[config.mk]
export PLATFORM = sky130hd
export DESIGN_NAME = thermal_frame_false_color
export DESIGN_NICKNAME = d
export VERILOG_FILES = /design/src/design/tffc_pkg.sv /design/src/design/thermal_frame_false_color.sv /design/src/design/tffc_ram.sv /design/src/design/tffc_div.sv
export SDC_FILE = /design/constraint.sdc
export NUM_CORES = 2
export LEC_CHECK = 0
export BUFFER_PORTS_ARGS = -buffer_cell sky130_fd_sc_hd__buf_2
export CAP_MARGIN = 10
export CORE_ASPECT_RATIO = 0.6
export CORE_MARGIN = 2
export CORE_UTILIZATION = 60
export CTS_CLUSTER_DIAMETER = 100
export CTS_CLUSTER_SIZE = 16
export DETAILED_ROUTE_END_ITERATION = 12
export HOLD_SLACK_MARGIN = 0.1
export PLACE_DENSITY = 0.75
export SLEW_MARGIN = 20
export SYNTH_ARGS = -nofsm -noshare
export SYNTH_HDL_FRONTEND = slang
export SYNTH_HIERARCHICAL = 1
export SYNTH_SLANG_ARGS = --single-unit
[constraint.sdc]
create_clock -name clk_i -period 5.31 [get_ports clk_i]
set_clock_uncertainty 0.1 [all_clocks]
set_input_delay 0.531 -clock clk_i [delete_from_list [all_inputs] [get_ports clk_i]]
set_output_delay 0.531 -clock clk_i [all_outputs]
set_load 0.01 [all_outputs]
[src/design/tffc_pkg.sv]
// ----------------------------------------------------------------------------
// tffc_pkg
// Shared constants, types and helpers for the thermal frame false-colour block.
// ----------------------------------------------------------------------------
package tffc_pkg;

  // Frame geometry and sample format
  localparam int unsigned FRAME_PIXELS = 64;
  localparam int unsigned TEMP_BITS    = 12;
  localparam int unsigned IDX_W        = $clog2(FRAME_PIXELS);

  // N*t and the frame sum share one signed width; differences need one more bit
  localparam int unsigned SUM_W = TEMP_BITS + IDX_W;
  localparam int unsigned DIF_W = SUM_W + 1;
  // Numerator and denominator are never negative and stay below 2^SUM_W
  localparam int unsigned NUM_W = SUM_W;

  // Ramp quotients are 0..10, so four quotient bits per lane
  localparam int unsigned QUO_W  = 4;
  localparam int unsigned STEP_W = $clog2(QUO_W);
  localparam int unsigned REM_W  = NUM_W + QUO_W;

  // Colour fields
  localparam int unsigned COL_W = 5;

  localparam logic [IDX_W-1:0] LAST_IDX = IDX_W'(FRAME_PIXELS - 1);

  // Ramp gains and offset
  localparam logic [REM_W-1:0] K_HI      = REM_W'(10);
  localparam logic [REM_W-1:0] K_LO      = REM_W'(6);
  localparam logic [QUO_W-1:0] BLUE_FLAT = QUO_W'(6);
  localparam logic [COL_W-1:0] RAMP_BASE = COL_W'(15);

  localparam logic signed [TEMP_BITS-1:0] TEMP_MAX = {1'b0, {(TEMP_BITS-1){1'b1}}};
  localparam logic signed [TEMP_BITS-1:0] TEMP_MIN = {1'b1, {(TEMP_BITS-1){1'b0}}};

  // Top-level sequencer
  typedef enum logic [1:0] {
    ST_COLLECT,
    ST_READ,
    ST_CALC,
    ST_DIV
  } tffc_state_e;

  // Divider sequencer
  typedef enum logic [1:0] {
    DV_IDLE,
    DV_LOAD,
    DV_RUN,
    DV_DONE
  } tffc_div_state_e;

  // Request to the ratio divider
  typedef struct packed {
    logic             above;
    logic [NUM_W-1:0] num;
    logic [NUM_W-1:0] den;
  } tffc_div_req_t;

  // Quotients returned by the ratio divider
  typedef struct packed {
    logic [QUO_W-1:0] red;
    logic [QUO_W-1:0] blue;
  } tffc_div_rsp_t;

  // N * t as a signed value
  function automatic logic signed [SUM_W-1:0] scale_n(input logic signed [TEMP_BITS-1:0] t);
    logic signed [SUM_W-1:0] te;
    te = SUM_W'(t);
    return te * SUM_W'(FRAME_PIXELS);
  endfunction

endpackage

[src/design/thermal_frame_false_color.sv]
// ----------------------------------------------------------------------------
// thermal_frame_false_color
// Collects a frame of signed temperature samples and maps it to a red/blue
// false-colour ramp around the frame mean.
// ----------------------------------------------------------------------------
// Samples are taken one per cycle while start_i is high and busy_o is low, in
// raster order, with the frame store written and min/max/sum tracked on every
// transfer. The transfer of the last sample of a frame raises busy_o and starts
// the colour pass: each pixel is read from the frame store, its ratio terms
// formed and its two ramp quotients found by the shared two-lane divider (load,
// then one quotient bit per cycle, then hand-back); the next pixel is read only
// once the last one has been handed back. Each pixel is shown for one cycle with
// result_valid_o high; the receiver cannot stall, so it must take every strobe.
// busy_o falls with the final pixel's strobe and the next frame may start in
// that same cycle.
// ----------------------------------------------------------------------------
module thermal_frame_false_color import tffc_pkg::*; (
  input  logic                        clk_i,
  input  logic                        rst_ni,
  input  logic                        start_i,
  output logic                        busy_o,
  input  logic signed [TEMP_BITS-1:0] temperature_i,
  output logic                        result_valid_o,
  output logic [IDX_W-1:0]            pixel_index_o,
  output logic [COL_W-1:0]            red_o,
  output logic [COL_W-1:0]            blue_o,
  output logic                        last_o
);

  tffc_state_e state_q, state_d;
  logic [IDX_W-1:0]            count_q, count_d;
  logic signed [TEMP_BITS-1:0] min_q, min_d, max_q, max_d;
  logic signed [SUM_W-1:0]     sum_q, sum_d;

  logic             valid_q, valid_d, last_q, last_d;
  logic [IDX_W-1:0] idx_q, idx_d;
  logic [COL_W-1:0] red_q, red_d, blue_q, blue_d;

  logic                        accept, ram_re;
  logic [TEMP_BITS-1:0]        ram_rdata;
  logic signed [TEMP_BITS-1:0] t_rd;
  logic signed [SUM_W-1:0]     nt, nmin, nmax;
  logic signed [DIF_W-1:0]     num_hi, den_hi, num_lo, den_lo;
  logic                        div_start, div_done;
  tffc_div_req_t               div_req;
  tffc_div_rsp_t               div_rsp;
  logic [IDX_W-1:0]            count_inc;

  assign busy_o = (state_q != ST_COLLECT);
  assign accept = start_i && !busy_o;

  assign count_inc = (count_q == LAST_IDX) ? '0 : count_q + 1'b1;

  // Frame store
  tffc_ram #(
    .WIDTH (TEMP_BITS),
    .DEPTH (FRAME_PIXELS)
  ) u_frame_ram (
    .clk_i   (clk_i),
    .we_i    (accept),
    .waddr_i (count_q),
    .wdata_i (temperature_i),
    .re_i    (ram_re),
    .raddr_i (count_q),
    .rdata_o (ram_rdata)
  );

  // Ratio terms: N*t against the sum decides the side of the mean
  assign t_rd   = ram_rdata;
  assign nt     = scale_n(t_rd);
  assign nmin   = scale_n(min_q);
  assign nmax   = scale_n(max_q);
  assign num_hi = DIF_W'(nt)   - DIF_W'(sum_q);
  assign den_hi = DIF_W'(nmax) - DIF_W'(sum_q);
  assign num_lo = DIF_W'(nt)   - DIF_W'(nmin);
  assign den_lo = DIF_W'(sum_q) - DIF_W'(nmin);

  always_comb begin
    div_req.above = (nt >= sum_q);
    if (div_req.above) begin
      div_req.num = num_hi[NUM_W-1:0];
      div_req.den = den_hi[NUM_W-1:0];
    end else begin
      div_req.num = num_lo[NUM_W-1:0];
      div_req.den = den_lo[NUM_W-1:0];
    end
  end

  tffc_div u_div (
    .clk_i   (clk_i),
    .rst_ni  (rst_ni),
    .start_i (div_start),
    .req_i   (div_req),
    .done_o  (div_done),
    .rsp_o   (div_rsp)
  );

  // Control and statistics registers
  always_ff @(posedge clk_i or negedge rst_ni) begin
    if (!rst_ni) begin
      state_q <= ST_COLLECT;
      count_q <= '0;
      min_q   <= TEMP_MAX;
      max_q   <= TEMP_MIN;
      sum_q   <= '0;
      valid_q <= 1'b0;
    end else begin
      state_q <= state_d;
      count_q <= count_d;
      min_q   <= min_d;
      max_q   <= max_d;
      sum_q   <= sum_d;
      valid_q <= valid_d;
    end
  end

  // Result payload
  always_ff @(posedge clk_i) begin
    idx_q  <= idx_d;
    red_q  <= red_d;
    blue_q <= blue_d;
    last_q <= last_d;
  end

  // Sequencer
  always_comb begin
    state_d   = state_q;
    count_d   = count_q;
    min_d     = min_q;
    max_d     = max_q;
    sum_d     = sum_q;
    valid_d   = 1'b0;
    idx_d     = idx_q;
    red_d     = red_q;
    blue_d    = blue_q;
    last_d    = last_q;
    ram_re    = 1'b0;
    div_start = 1'b0;
    unique case (state_q)
      ST_COLLECT: begin
        if (accept) begin
          if (temperature_i < min_q) begin
            min_d = temperature_i;
          end
          if (temperature_i > max_q) begin
            max_d = temperature_i;
          end
          sum_d   = sum_q + SUM_W'(temperature_i);
          count_d = count_inc;
          if (count_q == LAST_IDX) begin
            state_d = ST_READ;
          end
        end
      end
      ST_READ: begin
        ram_re  = 1'b1;
        state_d = ST_CALC;
      end
      ST_CALC: begin
        div_start = 1'b1;
        state_d   = ST_DIV;
      end
      ST_DIV: begin
        if (div_done) begin
          valid_d = 1'b1;
          idx_d   = count_q;
          last_d  = (count_q == LAST_IDX);
          // Read data and statistics are held, so the side of the mean still stands
          if (div_req.above) begin
            red_d  = RAMP_BASE + COL_W'(div_rsp.red);
            blue_d = COL_W'(div_rsp.blue);
          end else begin
            red_d  = COL_W'(div_rsp.red);
            blue_d = RAMP_BASE + COL_W'(div_rsp.blue);
          end
          count_d = count_inc;
          if (count_q == LAST_IDX) begin
            // Frame done: statistics back to their idle values
            min_d   = TEMP_MAX;
            max_d   = TEMP_MIN;
            sum_d   = '0;
            state_d = ST_COLLECT;
          end else begin
            state_d = ST_READ;
          end
        end
      end
      default: state_d = ST_COLLECT;
    endcase
  end

  assign result_valid_o = valid_q;
  assign pixel_index_o  = idx_q;
  assign red_o          = red_q;
  assign blue_o         = blue_q;
  assign last_o         = last_q;

endmodule

[src/design/tffc_ram.sv]
// ----------------------------------------------------------------------------
// tffc_ram
// Generic single-write, single-read RAM with a registered read port.
// ----------------------------------------------------------------------------
module tffc_ram #(
  parameter int unsigned WIDTH = 8,
  parameter int unsigned DEPTH = 16
) (
  input  logic                     clk_i,
  input  logic                     we_i,
  input  logic [$clog2(DEPTH)-1:0] waddr_i,
  input  logic [WIDTH-1:0]         wdata_i,
  input  logic                     re_i,
  input  logic [$clog2(DEPTH)-1:0] raddr_i,
  output logic [WIDTH-1:0]         rdata_o
);

  logic [WIDTH-1:0] mem_q [DEPTH];
  logic [WIDTH-1:0] rdata_q;

  // Write port
  always_ff @(posedge clk_i) begin
    if (we_i) begin
      mem_q[waddr_i] <= wdata_i;
    end
  end

  // Registered read port
  always_ff @(posedge clk_i) begin
    if (re_i) begin
      rdata_q <= mem_q[raddr_i];
    end
  end

  assign rdata_o = rdata_q;

endmodule

[src/design/tffc_div.sv]
// ----------------------------------------------------------------------------
// tffc_div
// Two-lane restoring divider: floor(k*num/den) for the red and blue ramps (blue
// above the mean uses den-num), one quotient bit per lane per cycle while running.
// ----------------------------------------------------------------------------
module tffc_div import tffc_pkg::*; (
  input  logic          clk_i,
  input  logic          rst_ni,
  input  logic          start_i,
  input  tffc_div_req_t req_i,
  output logic          done_o,
  output tffc_div_rsp_t rsp_o
);

  tffc_div_state_e state_q, state_d;
  tffc_div_req_t   req_q, req_d;
  logic [REM_W-1:0]  rem_r_q, rem_r_d, rem_b_q, rem_b_d, dvs_q, dvs_d;
  logic [QUO_W-1:0]  quo_r_q, quo_r_d, quo_b_q, quo_b_d;
  logic [STEP_W-1:0] step_q, step_d;
  logic              den_zero;

  assign den_zero = (req_q.den == '0);

  // Control state
  always_ff @(posedge clk_i or negedge rst_ni) begin
    if (!rst_ni) begin
      state_q <= DV_IDLE;
    end else begin
      state_q <= state_d;
    end
  end

  // Datapath registers
  always_ff @(posedge clk_i) begin
    req_q   <= req_d;
    rem_r_q <= rem_r_d;
    rem_b_q <= rem_b_d;
    dvs_q   <= dvs_d;
    quo_r_q <= quo_r_d;
    quo_b_q <= quo_b_d;
    step_q  <= step_d;
  end

  // Sequencing and one restoring step per lane
  always_comb begin
    state_d = state_q;
    req_d   = req_q;
    rem_r_d = rem_r_q;
    rem_b_d = rem_b_q;
    dvs_d   = dvs_q;
    quo_r_d = quo_r_q;
    quo_b_d = quo_b_q;
    step_d  = step_q;
    done_o  = 1'b0;
    unique case (state_q)
      DV_IDLE: begin
        if (start_i) begin
          req_d   = req_i;
          state_d = DV_LOAD;
        end
      end
      DV_LOAD: begin
        // Above the mean: red 10*s, blue 6*(1-s). Below: red 6*s, blue 10*s.
        if (req_q.above) begin
          rem_r_d = REM_W'(req_q.num) * K_HI;
          rem_b_d = REM_W'(req_q.den - req_q.num) * K_LO;
        end else begin
          rem_r_d = REM_W'(req_q.num) * K_LO;
          rem_b_d = REM_W'(req_q.num) * K_HI;
        end
        dvs_d   = REM_W'(req_q.den) << (QUO_W - 1);
        quo_r_d = '0;
        quo_b_d = '0;
        step_d  = STEP_W'(QUO_W - 1);
        state_d = DV_RUN;
      end
      DV_RUN: begin
        if (rem_r_q >= dvs_q) begin
          rem_r_d = rem_r_q - dvs_q;
          quo_r_d = {quo_r_q[QUO_W-2:0], 1'b1};
        end else begin
          quo_r_d = {quo_r_q[QUO_W-2:0], 1'b0};
        end
        if (rem_b_q >= dvs_q) begin
          rem_b_d = rem_b_q - dvs_q;
          quo_b_d = {quo_b_q[QUO_W-2:0], 1'b1};
        end else begin
          quo_b_d = {quo_b_q[QUO_W-2:0], 1'b0};
        end
        dvs_d = dvs_q >> 1;
        if (step_q == '0) begin
          state_d = DV_DONE;
        end else begin
          step_d = step_q - 1'b1;
        end
      end
      DV_DONE: begin
        done_o  = 1'b1;
        state_d = DV_IDLE;
      end
      default: state_d = DV_IDLE;
    endcase
  end

  // Zero denominator means s = 0: blue stays at its flat value above the mean
  always_comb begin
    if (den_zero) begin
      rsp_o.red  = '0;
      rsp_o.blue = req_q.above ? BLUE_FLAT : '0;
    end else begin
      rsp_o.red  = quo_r_q;
      rsp_o.blue = quo_b_q;
    end
  end

endmodule
### Word level (Yosys, flattened, before mapping)

Memories as Yosys holds them, arrays and structs flattened. A register that Yosys moved wholly into a read port is not among the register bits.
Index checks and enable logic that the tools add are counted.

| storage, ports and cells | value |
|---|---|
| register bits | 183 |
| bits in latches | 0 |
| memory bits (writable) | 768 |
| ROM bits | 0 |
| input bits | 15 |
| output and inout bits | 19 |
| word-level logic and storage cells | 132 |
| memories | 1 |

Memories:

| memory | depth | bits a word | rd ports | clocked after memory_dff | wr ports | RTL line | RTL |
|---|---|---|---|---|---|---|---|
| u_frame_ram.mem_q | 64 | 12 | 1 | 1 | 1 | tffc_ram.sv:18 | `logic [WIDTH-1:0] mem_q [DEPTH];` |

| operators by class | value |
|---|---|
| add/sub/neg operators | 12 |
| multipliers | 3 |
| divide/modulo/power cells | 0 |
| magnitude comparators | 5 |
| equal/unequal tests | 18 |
| shift operators | 0 |
| multiplexer cells | 51 |
| bitwise operators | 0 |
| reductions and logical operators | 20 |

Operators by type and width:

| kind | count |
|---|---|
| $pmux W22 S2 | 3 |
| $mux W12 | 8 |
| $mux W22 | 4 |
| $sub A18 B18 Y18 | 4 |
| $mux W18 | 3 |
| $pmux W12 S2 | 2 |
| $ge A22 B22 Y1 | 2 |
| $sub A22 B22 Y22 | 2 |
| $mux W36 | 1 |
| $pmux W18 S2 | 1 |
| $mul A22 B2 Y21 const B | 1 |
| $mul A18 B3 Y21 const B | 1 |
| $mul A18 B2 Y20 const B | 1 |
| $sub A18 B18 Y19 | 1 |
| $add A18 B12 Y18 | 1 |
| $ge A18 B18 Y1 | 1 |
| $logic_not A18 Y1 | 1 |
| $mux W6 | 3 |
| $ne A2 B2 Y1 const B | 8 |
| $pmux W2 S4 | 2 |
| $pmux W4 S2 | 2 |
| $gt A12 B12 Y1 | 1 |
| $lt A12 B12 Y1 | 1 |
| $mux W2 | 6 |
| other kinds (21) | 49 |

### Logic depth before layout (Yosys ltp)

| logic depth | value |
|---|---|
| word-level depth | 5 |
| gate-level depth with buffers | 19 |
| depth with buffers taken out | 19 |

### Modules after synthesis

The synthesis kept the hierarchy.

Modules (own cells, without submodules):

| module | times used | cells each | area each (um^2) | sequential area each (um^2) |
|---|---|---|---|---|
| tffc_ram | 1 | 1339 | 29971.2 | 23422.5 |
| tffc_div | 1 | 1082 | 10189.8 | 3413.3 |
| thermal_frame_false_color | 1 | 778 | 6766.5 | 1801.7 |

### Least setup slack after synthesis

No wires, ideal clock.

| timing | value |
|---|---|
| path type | register to register |
| start point | register u_div/req_q[0] in the netlist's numbering |
| end point | register u_div.rem_b_q[19], data pin |
| library setup time | 0.256 ns |
| data arrival time | 3.975 ns |
| data required time | 4.954 ns |
| setup slack | 0.979 ns |
| stages on the path, launching flop included | 20 |
| buffers on the path | 0 |
| clock period less this slack | 4.331 ns |
| cells stage by stage | edfxtp_1 -> inv_1 -> ha_1 -> inv_1 -> fa_1 -> a211oi_1 -> o211ai_1 -> a31o_2 -> a21o_1 -> xor2_1 -> ha_1 -> a21o_1 -> a21oi_1 -> a21boi_0 -> o2111ai_1 -> nand3_2 -> a211o_1 -> a2111oi_1 -> a31oi_1 -> a22o_1 |

| between the ends | value |
|---|---|
| word-level cells in the longest chain between the ends | 4 |

RTL lines:

| what | RTL line | RTL |
|---|---|---|
| start: declaration | tffc_div.sv:16 | `tffc_div_req_t req_q, req_d;` |
| start signal: assignment | tffc_div.sv:35 | `req_q <= req_d;` |
| $sub A18 B18 Y19 | tffc_div.sv:66 | `rem_b_d = REM_W'(req_q.den - req_q.num) * K_LO;` |
| $mul A22 B2 Y21 | tffc_div.sv:66 |  |
| $mux W22 | tffc_div.sv:64 | `if (req_q.above) begin` |
| $pmux W22 S2 | tffc_div.sv:55 | `unique case (state_q)` |
| net u_div.rem_b_d[19] | tffc_div.sv:17 | `logic [REM_W-1:0] rem_r_q, rem_r_d, rem_b_q, rem_b_d, dvs_q, dvs_d;` |
| end signal: assignment | tffc_div.sv:37 | `rem_b_q <= rem_b_d;` |
| end: declaration | tffc_div.sv:17 |  |

The timed path passes the listed nets, and every way through them passes these cells.
A chain may end at the register's enable or synchronous reset.

### Worst setup path after layout

| timing | value |
|---|---|
| start point | register u_div/req_q[20] in the netlist's numbering |
| end point | register u_div.rem_b_q[19], data pin |

| between the ends | value |
|---|---|
| word-level cells in the longest chain between the ends | 4 |
| elaborated cells between the ends (all ways) | 5 |
| classes of those cells | add/sub: 1; mul: 2; mux: 2 |

RTL lines:

| what | RTL line |
|---|---|
| $sub A18 B18 Y19 | tffc_div.sv:66 |
| $mul A22 B2 Y21 | tffc_div.sv:66 |
| $mux W22 (*) | tffc_div.sv:64 |
| $pmux W22 S2 (*) | tffc_div.sv:55 |
| net u_div.rem_b_d[19] | tffc_div.sv:17 |

The timed path passes the listed nets; every way through them passes the cells marked *.

==> metrics list <==
- The synthesized netlist devotes 10.03% of its cell area to compound gates.
* H-tree depth: 3
* Fraction of synthesis flops using an asynchronous set or reset pin: 5.509%
- Setup Crit Path Kind: reg -> reg
- Max-slew violation count: 0
* Final worst-path cycle share: 94.92%
- Max-cap violations in this run came to 0.
- Number of clock sinks: 962
- Clock latency at the later pin of the worst-skew pair: 680 ps
- The flow ran to the end, and the final reports show no timing, DRC or antenna violations.
- Main combinational cell family by area after synthesis: multiplexers
* Initial core utilization: 60.56%
* Count of endpoints failing setup in the final report: 0
- #FFs+latches synth: 962
- In this run the biggest area consumer among cell types represents 58.17% of the synthesized area.
- Leakage power total: 17.42 nW
- The worst setup path is launched from a flip-flop.
- The root buffer cell chosen for the clock tree is sky130_fd_sc_hd__clkbuf_16.
- Wires add up to 126200 um.
* Largest cells by area after synthesis: sky130_fd_sc_hd__edfxtp_1 58%, sky130_fd_sc_hd__mux4_2 9.2%, sky130_fd_sc_hd__ha_1 6.1%
* Clock tree from TritonCTS: built
- Slew of the pin with the lowest slew margin: 1193 ps
* Leftover overflow at the end of global routing: 0
- The number of global-route vias before repair is 28420.
- Data on the critical path arrives at its endpoint at 5390 ps.
- Required time reported for the critical path endpoint: 5660 ps
- The tightest min-delay check is of the in -> reg type.
- The first global-routing pass estimated 187100 um of wire.
- The number of clock buffers added by TritonCTS is 70.
* Synthesized Nets: 3450
- Xor/xnor cell area share of the yosys netlist: 2.538%
* Critical path endpoint category: flip-flop
* Routed length on met2: 48780 um
- The die covers 0.08054 sq mm.
- Hold Fails Final Rpt: 0
- Footprint of the multi-input gates: 0.01719 sq mm
* Count of nets left with antenna violations after detail routing: 0
- Share of layout cells above drive strength 1: 15.32%
- Wire segments on met3 add up to 20760 um in the final route.
- Entering global routing, the biggest net connects 77 pins.
- In this run the top signal layer used is met5.
* Average wire per cell in the routed design: 28.80 um
- Initial antenna violation count: 4
- Summing over every cut layer, the via total after detailed routing is 29910.
* Port bufs: 33
* Synthesized area divided by synthesized cell count: 14.67 sq um
* Setup slack on the worst flop-to-flop path: 270 ps
- For this design the ratio of total power to cell area is 266.9 mW/mm^2.
* Largest area contributor in the synthesized netlist: sky130_fd_sc_hd__edfxtp_1
- Number of flops mapped to enable cells by yosys: 909
- Chip width: 365.0 um
- Die Y-Extent: 220.6 um
- The worst-case IR drop observed on VDD is 352.1 uV.
* Met1 WL: 54970 um
- Synth warnings: 6
* Total area of sequential cells: 0.02865 sq mm
- The initialized floorplan defines 79 standard-cell rows.
- Total standard cell area after synthesis: 0.04693 sq mm
* Ports: 34
* Detailed placer's ending HPWL: 88240 um
- Counting the fill cells in the layout gives 5427.
* Setup TNS after final layout: 0 ps
- Layout area overhead: 8.284%
- Setup repair after global routing left no endpoint under its margin.
* Longest Clk Path Bufs: 3
* Area of the core: 0.07749 sq mm
- Prevailing post-synth register cell: sky130_fd_sc_hd__edfxtp_1
* Critical-path maximum fanout: 5
- The number of different library cells used by synthesis comes to 86.
- Sequential area share after synthesis: 61.02%
* Clock transition at the registers of the reported paths: 80 ps
- RePlAce Congestion: 0.9663
* Initial detailed-routing violation count: 4396
* DRC violations left: 0
* Slew margin rel.: 19.89%
* Post-route core utilization: 65.57%
- At the end of the flow, the number of nets in the layout was 3554.
- Achievable frequency: 198.4 MHz
* Global router's overall resource usage: 31.97%
* Post-synthesis instance total: 3199
* Area fraction in and, or, nand and nor cells after synthesis: 6.647%
- Share of synthesized cell area in full adder, half adder and majority cells: 6.436%
- Crit path time final: 5040 ps
- Mux cell area share after synthesis: 10.80%
* Number of iterations in the first detailed-routing pass: 5
- Vias per cell: 6.825
## state kept, by name (all words and copies together), names as in the netlist, 4 cells and up
register and flops:
blue_o 5, pixel_index_o 6, u_div/rem_r_q 22, u_div/rem_b_q 22
u_div/req_q 37, u_div/quo_r_q 4, u_frame_ram/rdata_o 12, u_div/quo_b_q 4
sum_q 18, u_frame_ram/mem_q 768, u_div/dvs_q 21, red_o 5
max_q 12, min_q 12, count_q 6
## cells in the mapped netlist (12+ instances only)
master / count
sky130_fd_sc_hd__a211o_1: 13
sky130_fd_sc_hd__a211oi_1: 52
sky130_fd_sc_hd__a21o_1: 67
sky130_fd_sc_hd__a21oi_1: 169
sky130_fd_sc_hd__a22o_1: 12
sky130_fd_sc_hd__a31oi_1: 35
sky130_fd_sc_hd__and2_1: 23
sky130_fd_sc_hd__and3_1: 15
sky130_fd_sc_hd__buf_2: 24
sky130_fd_sc_hd__buf_6: 13
sky130_fd_sc_hd__clkbuf_1: 58
sky130_fd_sc_hd__dfrtp_1: 41
sky130_fd_sc_hd__dfstp_2: 12
sky130_fd_sc_hd__edfxtp_1: 909
sky130_fd_sc_hd__ha_1: 227
sky130_fd_sc_hd__inv_1: 152
sky130_fd_sc_hd__mux2_2: 27
sky130_fd_sc_hd__mux2i_1: 44
sky130_fd_sc_hd__mux4_2: 192
sky130_fd_sc_hd__nand2_1: 126
sky130_fd_sc_hd__nand2b_1: 46
sky130_fd_sc_hd__nand3_1: 34
sky130_fd_sc_hd__nand4_1: 19
sky130_fd_sc_hd__nor2_1: 198
sky130_fd_sc_hd__nor2b_1: 42
sky130_fd_sc_hd__nor3_1: 46
sky130_fd_sc_hd__nor4_1: 14
sky130_fd_sc_hd__o211ai_1: 14
sky130_fd_sc_hd__o21a_1: 26
sky130_fd_sc_hd__o21ai_0: 124
sky130_fd_sc_hd__o21bai_1: 21
sky130_fd_sc_hd__o221ai_1: 19
sky130_fd_sc_hd__o22a_1: 13
sky130_fd_sc_hd__o22ai_1: 30
sky130_fd_sc_hd__o31ai_1: 13
sky130_fd_sc_hd__or3_1: 17
sky130_fd_sc_hd__xnor2_1: 80
sky130_fd_sc_hd__xor2_1: 56
## worst max-delay path, cell delays in order (launching register included)
cell and delay [ps]:
sky130_fd_sc_hd__edfxtp_1 470, sky130_fd_sc_hd__inv_1 180, sky130_fd_sc_hd__ha_1 320, sky130_fd_sc_hd__o211ai_1 210
sky130_fd_sc_hd__a21oi_1 130, sky130_fd_sc_hd__buf_4 180, sky130_fd_sc_hd__o21a_1 230, sky130_fd_sc_hd__o21ai_0 490
sky130_fd_sc_hd__and2_1 260, sky130_fd_sc_hd__ha_1 290, sky130_fd_sc_hd__and4_1 210, sky130_fd_sc_hd__o211ai_1 190
sky130_fd_sc_hd__a21boi_0 180, sky130_fd_sc_hd__o2111ai_1 180, sky130_fd_sc_hd__nand3_2 200, sky130_fd_sc_hd__a211o_1 320
sky130_fd_sc_hd__a2111oi_2 370, sky130_fd_sc_hd__a31oi_1 90, sky130_fd_sc_hd__a22o_1 250
## area by class of cell
cell class              instances  share of cell area, %
well taps                    1053                  2.593
flip-flops and latches        962                  56.38
diodes                          1               0.004925
clock inverters                 8                 0.3102
clock buffers                  90                  3.615
multi-input cells            1966                  33.82
inverters                     154                  1.138
repair buffers                149                  2.142
## cells by family after synthesis
group                    Yosys count
AO/OA/AOI/OAI                    702
XOR/XNOR                         136
multiplexers                     263
flip-flops                       962
adder cells (fa/ha/maj)          236
buffers and inverters            271
AND/OR/NAND/NOR                  629
## placed cells by master, fill, tap and decap left out, drive strengths merged, types with 19 or more instances in the layout
| master | count |
|---|---|
| edfxtp | 909 |
| ha | 227 |
| nor2 | 199 |
| mux4 | 192 |
| a21oi | 169 |
| inv | 156 |
| buf | 148 |
| nand2 | 126 |
| o21ai | 125 |
| clkbuf | 90 |
| xnor2 | 80 |
| a21o | 67 |
| xor2 | 56 |
| a211oi | 52 |
| nand2b | 46 |
| nor3 | 46 |
| mux2i | 44 |
| nor2b | 42 |
| dfrtp | 41 |
| a31oi | 36 |
| nand3 | 35 |
| o22ai | 30 |
| mux2 | 27 |
| o21a | 26 |
| and2 | 24 |
| o21bai | 21 |
| nand4 | 19 |
| o221ai | 19 |
## per-layer routing
layer	global-route usage, %	vias to the layer above
li1	-	12750
met1	50.95	15080
met2	40.83	1903
met3	13.51	177
met4	5.391	4
met5	0	-
## power by group
part           total [mW]  internal [mW]  switching [mW]
clock network        5.11           2.47            2.64
registers            8.27           8.27               0
logic               0.190         0.0302           0.160
total                13.6           10.8            2.80
## metrics by stage
stage | cells | hold slack (ps) | instance area [sq um] | total power, mW | setup WS (ps)
after global placement | 4283 | 407.2 | 48760 | 8.607 | 318.9
after detailed placement | 4283 | 414.1 | 48770 | 8.622 | 202.2
after global routing | 4382 | 148.9 | 50810 | 13.91 | 14.27
after CTS | 4382 | 119.9 | 50780 | 13.62 | 156.8
after floorplan | 3199 | 135.4 | 46930 | 8.469 | 978.7
final | 4383 | 168.3 | 50820 | 13.56 | 269.7
## final timing paths
kind | from | end | cells past startpoint
max in group asynchronous | rst_ni | count_q[1] | 3
min reg2reg | max_q[11] | max_q[11] | 2
max reg2reg | u_div/req_q[20] | u_div/rem_b_q[19] | 18
max | u_div/req_q[20] | u_div/rem_b_q[19] | 18
min in group asynchronous | rst_ni | result_valid_o | 3
min | temperature_i[7] | u_frame_ram/mem_q[50][7] | 1
## repair_timing
action                                 4_1_cts  5_1_grt
endpoints found under the hold margin       41        0
hold buffers                                 1        0
buffers inserted                             0        0
resized for setup                            0        4
setup endpoints to repair                    0        1
(Power assumes the default switching activity.)
